## src/rtl/lms_pkg.sv

```systemverilog
// ----------------------------------------------------------------------------
// Lap mini-sector timing package
// Constants, request types and state encoding shared by the block's files.
// ----------------------------------------------------------------------------
package lms_pkg;

  localparam int ZONES    = 48;
  localparam int SECTORS  = 3;
  localparam int PER      = ZONES / SECTORS;
  localparam int FULL_LAP = 65536;

  localparam int PW   = 17;
  localparam int TW   = 32;
  localparam int AW   = $clog2(ZONES + 1);
  localparam int NBW  = $clog2(ZONES + 2);
  localparam int MW   = PW + $clog2(ZONES + 1);
  localparam int JW   = (PER > 1) ? $clog2(PER) : 1;
  localparam int SW   = (SECTORS > 1) ? $clog2(SECTORS) : 1;
  localparam int DVW  = TW + JW;
  localparam int DDW  = 64;
  localparam int QW   = TW + 1;

  localparam logic [1:0] MODE_SAMPLE = 2'd0;
  localparam logic [1:0] MODE_SECTOR = 2'd1;
  localparam logic [1:0] MODE_FINISH = 2'd2;

  typedef struct packed {
    logic [1:0]  mode;
    logic [16:0] progress;
    logic [31:0] sample_time;
    logic [1:0]  sector_index;
    logic [31:0] sector_time;
  } in_t;

  typedef struct packed {
    logic [5:0]  zone_index;
    logic [31:0] zone_time;
    logic        zone_valid;
    logic        last_zone;
  } out_t;

  typedef struct packed {
    logic           start;
    logic [DDW-1:0] dividend;
    logic [DVW-1:0] divisor;
  } div_req_t;

  typedef struct packed {
    logic          done;
    logic [QW-1:0] quot;
  } div_rsp_t;

  typedef enum logic [3:0] {
    ST_IDLE,
    ST_FIRST,
    ST_CROSS,
    ST_CWAIT,
    ST_GRP,
    ST_RD0,
    ST_RD1,
    ST_ZT,
    ST_DIV,
    ST_OUT
  } state_e;

endpackage

```

## src/rtl/lms_div.sv

```systemverilog
// ----------------------------------------------------------------------------
// Lap mini-sector timing divider
// Restoring divider, one quotient bit per cycle, rounded to nearest.
// ----------------------------------------------------------------------------
module lms_div (
  input  logic              clk_i,
  input  logic              rst_ni,
  input  lms_pkg::div_req_t req_i,
  output lms_pkg::div_rsp_t rsp_o
);

  localparam int CW = $clog2(lms_pkg::DDW + 1);

  logic [CW-1:0]           cnt_q, cnt_d;
  logic                    busy_q, busy_d;
  logic                    done_q, done_d;
  logic [lms_pkg::DDW-1:0] dq_q, dq_d;
  logic [lms_pkg::DVW-1:0] rem_q, rem_d;
  logic [lms_pkg::DVW-1:0] den_q, den_d;
  logic [lms_pkg::DVW:0]   rem_sh;
  logic                    ge;
  logic                    round_up;

  assign rem_sh = {rem_q, dq_q[lms_pkg::DDW-1]};
  assign ge     = rem_sh >= {1'b0, den_q};

  always_comb begin
    cnt_d  = cnt_q;
    busy_d = busy_q;
    done_d = 1'b0;
    dq_d   = dq_q;
    rem_d  = rem_q;
    den_d  = den_q;
    if (req_i.start) begin
      busy_d = 1'b1;
      cnt_d  = CW'(lms_pkg::DDW);
      dq_d   = req_i.dividend;
      rem_d  = '0;
      den_d  = req_i.divisor;
    end else if (busy_q) begin
      dq_d  = {dq_q[lms_pkg::DDW-2:0], ge};
      rem_d = ge ? lms_pkg::DVW'(rem_sh - {1'b0, den_q}) : lms_pkg::DVW'(rem_sh);
      cnt_d = cnt_q - 1'b1;
      if (cnt_q == CW'(1)) begin
        busy_d = 1'b0;
        done_d = 1'b1;
      end
    end
  end

  always_ff @(posedge clk_i or negedge rst_ni) begin
    if (!rst_ni) begin
      cnt_q  <= '0;
      busy_q <= 1'b0;
      done_q <= 1'b0;
    end else begin
      cnt_q  <= cnt_d;
      busy_q <= busy_d;
      done_q <= done_d;
    end
  end

  always_ff @(posedge clk_i) begin
    dq_q  <= dq_d;
    rem_q <= rem_d;
    den_q <= den_d;
  end

  assign round_up   = {rem_q, 1'b0} >= {1'b0, den_q};
  assign rsp_o.done = done_q;
  assign rsp_o.quot = dq_q[lms_pkg::QW-1:0] + lms_pkg::QW'(round_up);

endmodule

```

## config.mk

```make
export PLATFORM = sky130hd
export DESIGN_NAME = lms_div
export DESIGN_NICKNAME = d
export VERILOG_FILES = /design/src/rtl/lms_pkg.sv /design/src/rtl/lms_div.sv
export SDC_FILE = /design/constraint.sdc
export NUM_CORES = 1
export LEC_CHECK = 0
export BUFFER_PORTS_ARGS = -buffer_cell sky130_fd_sc_hd__buf_2
export CORE_MARGIN = 5
export CORE_UTILIZATION = 50
export CTS_CLUSTER_DIAMETER = 50
export DETAILED_ROUTE_END_ITERATION = 8
export PLACE_DENSITY = 0.83
export SYNTH_ARGS = -nofsm -noshare
export SYNTH_HDL_FRONTEND = slang
export SYNTH_SLANG_ARGS = --single-unit
export TNS_END_PERCENT = 1
```

## constraint.sdc

```tcl
create_clock -name clk_i -period 4.7 [get_ports clk_i]
set_clock_uncertainty 0.05 [all_clocks]
set_input_delay 0.94 -clock clk_i [delete_from_list [all_inputs] [get_ports clk_i]]
set_output_delay 0.94 -clock clk_i [all_outputs]
set_load 0.01 [all_outputs]
```

; Word level (Yosys, flattened, before mapping)
; Cells that the tools add are included.
[classes]
n_addsub = 3
magnitude_cmp = 2
eq_ne = 1
n_mux = 11
reduce_logical = 1
[op_table]
columns = op, n
row1 = $mux W64, 2
row2 = $ge A37 B36 Y1, 2
row3 = $mux W36, 1
row4 = $sub A36 B36 Y36, 1
row5 = $add A33 B1 Y33, 1
row6 = $mux W7, 2
row7 = $eq A7 B1 Y1 const B, 1
row8 = $sub A7 B1 Y7 const B, 1
row9 = $mux W1, 6
row10 = $reduce_bool A2 Y1, 1
[word_totals]
ff_bits = 145
in_bits = 103
out_inout_bits = 34
elab_cells = 24

; Depth between registers and ports, before layout
[logic_depth]
depth_word = 4
ltp_mapped = 18

; Worst setup path after synthesis
; OpenSTA, ideal clock, no wires.
[synth_timing]
path_type = flip-flop to output port
from = register den_q[22] (netlist name)
to = output port rsp_o[32] (netlist name)
arrival_ns = 3.570
required_ns = 3.710
path_slack_ns = 0.140
stages_incl_launch_ff = 19
n_path_buf = 1
path_cell_list = edfxtp_1 inv_1 ha_1 buf_2 a21oi_1 o21ai_1 o31ai_1 a211oi_1 o21ai_1 o211ai_1 ha_1 nand2_1 nor4_4 nand2_1 nor2_1 and3_1 and3_1 nand3_1 xnor2_1
[synth_lines]
columns = item, line_no
row1 = start: declaration, lms_div.sv:19  ; logic [lms_pkg::DVW-1:0] den_q, den_d;
row2 = start signal: assignment, lms_div.sv:66  ; den_q <= den_d;
row3 = end: declaration, lms_div.sv:9  ; output lms_pkg::div_rsp_t rsp_o

==> impl_metrics.toml <==
[yosys]
synthCells = 810
synthAdderAreaFrac_pct = 6.10
ys_seq_area_share_pct = 46.3
ys_warn_count = 0
synth_top_family_by_area = "compound AO/OA/AOI/OAI gates"
synth-xor-area-share_pct = 6.67
synthFlopType = "edfxtp_1"
syn_nets = 954
syn_avg_cell_area_sq_um = 10.5
yosys_register_bits = 145
synth.area.mux_share_pct = 8.88
synth_edf_count = 100
async_reset_ff_share_pct = 6.21
yosysUniqueCellTypes = 72
synth_compound_area_share_pct = 14.1
synthSimpleGateAreaFrac_pct = 14.0
synth_area_sq_um = 8530

[finish]
postLayoutCellArea_sq_um = 10600
area_delta_synth_final_pct = 23.7
drive_gt1_share_pct = 35.3
final_net_count = 1137
final_common_cell = "buf_2"
mostFrequentLayoutCells = "buf_2, edfxtp_1, nand2_1, mux2_2, buf_4"

[floorplanning]
initial_core_util_pct = 51.3
core_area_sq_um = 16600
die_h_microns = 141
die_w_microns = 141
rows = 47
dieArea_sq_um = 19800
io_pins = 137

[routing]
drtPass1Iterations = 5
wl_per_cell_microns = 16.5
vias = 6824
drc = 0
drtIter0Drc = 402
ant_nets = 0
viasPerCell = 5.56
wl_mm = 20.3

[placed_design]
dp_hpwl_mm = 14.4
io_buffers = 136
place_area_sq_um = 9720
place_congestion = 0.931

[worst_setup_path]
cp.arrival_ns = 3.77
crit_fanout = 6
endpoint_kind = "output pin"
required_ns = 3.71
critPathKind = "flop to output pin"
start_kind = "flop"
ff2ff_path_depth = 10

[run_status]
violations = "negative setup slack"
status = "complete, but fails checks"

[clock_network]
cts_root_buffer = "clkbuf_16"
clkSinkCount = 145
cts.clk_slew.worst_paths_ns = 0.06
ctsHtreeMaxLevel = 4
cts_buffers = 17
clk_path_buf_depth = 2
worst_skew_pair.late_latency_ns = 0.43
hold_buffers = 0
cts_tree = "yes"

[sta]
max_slew.worst_pin.slew_ns = 0.886
fin_ws_ns = -0.0588
finalHoldViolations = 0
max_slew_margin_pct = 40.6
hold_slack_ns = 0.301
finalSetupViolations = 2
fin_crit_sh_pct = 101
min_period_ns = 4.76
fmax_mhz = 210
rsz0062_at_grt = "true"
finalMaxSlewViolations = 0

[grt]
grt_antenna_before_repair = 0
grt_pass1_vias = 6770
grt_use_total_pct = 20.4
grt-ovfl-total = 0
grt_max_degree = 61
grt_pass1_wl_mm = 33.0

[pwr]
power_leakage_nw = 4.36
power.density_nw_per_um2 = 355
max-vdd-ir-drop_mv = 0.268

[hold_path]
hold_class = "input port to asynchronous set/reset pin"

[job]
cap_violations = 0
synthesized netlist by cell type, drive strengths merged (5+ instances only):
master / instances / area [sq um]
a21o: 13 / 97.6
dfrtp: 9 / 225
ha: 40 / 500
nor2: 58 / 223
xor2: 20 / 175
clkbuf: 16 / 60.1
inv: 49 / 184
a21oi: 43 / 238
and3: 7 / 43.8
edfxtp: 100 / 3000
o21bai: 7 / 52.6
a32oi: 9 / 78.8
a211oi: 5 / 37.5
xnor2: 45 / 394
nand3: 26 / 140
a311oi: 23 / 201
nor4: 8 / 80.1
nand2: 90 / 338
buf: 15 / 92.6
o21ai: 30 / 154
nand4: 16 / 115
a31oi: 6 / 37.5
mux2: 67 / 758
nand2b: 6 / 37.5
o31ai: 6 / 55.1
nor3: 9 / 61.3
dfxtp: 36 / 721
o21a: 5 / 38.8
o211ai: 6 / 45.0
through the flow:
stage	TNS, ns	cells	utilization, %	power [mW]	worst slack (ns)
global placement	-0.0158	1186	58.4	2.40	-0.0158
floorplan	0	810	-	2.16	0.140
global route	-1.72	1226	63.4	3.95	-0.283
CTS	0	1224	62.8	3.76	0.00112
detailed placement	-0.586	1186	58.4	2.42	-0.177
finish	-0.0875	1227	63.4	3.75	-0.0588
layout make-up:
type                    count  area (sq um)
diodes                      1          2.50
clock buffers              17           425
clock inverters            15           148
fillers                  1302          6080
inverters                  49           184
multi-input cells         585          4450
flip-flops and latches    145          3950
well taps                 220           275
repair buffers            195          1130
cell families (layout without fill, tap and decap cells):
kind of cell,Yosys count,count (layout)
xor+xnor,65,65
flops,145,145
compound gates,171,171
simple gates,241,241
other cells,0,1
fa+ha+maj,41,41
mux,67,67
buf+inv,80,276
registers in the layout, summed over array words and instances, names as in the netlist:
name    flops
dq_q       64
rem_q      36
done_q      1
cnt_q       7
busy_q      1
den_q      36
routing by layer:
metal	part of all wire [%]	vias up	routed length [microns]	track usage (%)
met5	0	-	0	0
met4	2.6	0	518	7.34
met3	6.2	39	1250	6.20
met2	48	200	9720	33.2
met1	43	3237	8810	25.9
li1	-	3348	-	-
critical path, stage by stage (launching register included):
cell and delay (ns):
edfxtp_1 0.32, inv_1 0.06, ha_4 0.30, nand4_1 0.21, nor2_1 0.14, a2bb2oi_1 0.10, a211oi_2 0.27, o21ai_1 0.12
o211ai_1 0.11, buf_4 0.17, ha_2 0.19, inv_1 0.04, nor2_1 0.13, nand2_1 0.09, nor3_2 0.12, buf_4 0.16
nand4_1 0.17, nor2_2 0.18, nand3_1 0.10, xnor2_1 0.18, buf_2 0.16
final timing paths:
kind	from	to	slack, ns
max in group asynchronous	rst_ni	done_q	4.11
worst min register to register	rem_q[20]	rem_q[21]	0.45
worst max register to register	den_q[1]	rem_q[27]	1.43
worst min-delay path	rst_ni	cnt_q[0]	0.30
min in group clk_i	rem_q[20]	rem_q[21]	0.45
worst max-delay path	den_q[12]	rsp_o[29]	-0.06
repair_timing:
item / in CTS / in global routing
setup endpoints to repair: 18 / 12
resized for setup: 24 / 16
setup buffers: 6 / 2
pin swaps: 12 / 6
report_power, final:
| group | switching, mW | internal (mW) |
|---|---|---|
| logic | 0.410 | 0.385 |
| registers | 0.113 | 1.54 |
| clock network | 0.608 | 0.702 |
| total | 1.13 | 2.62 |
No activity file was read; power rests on OpenSTA's default activity.
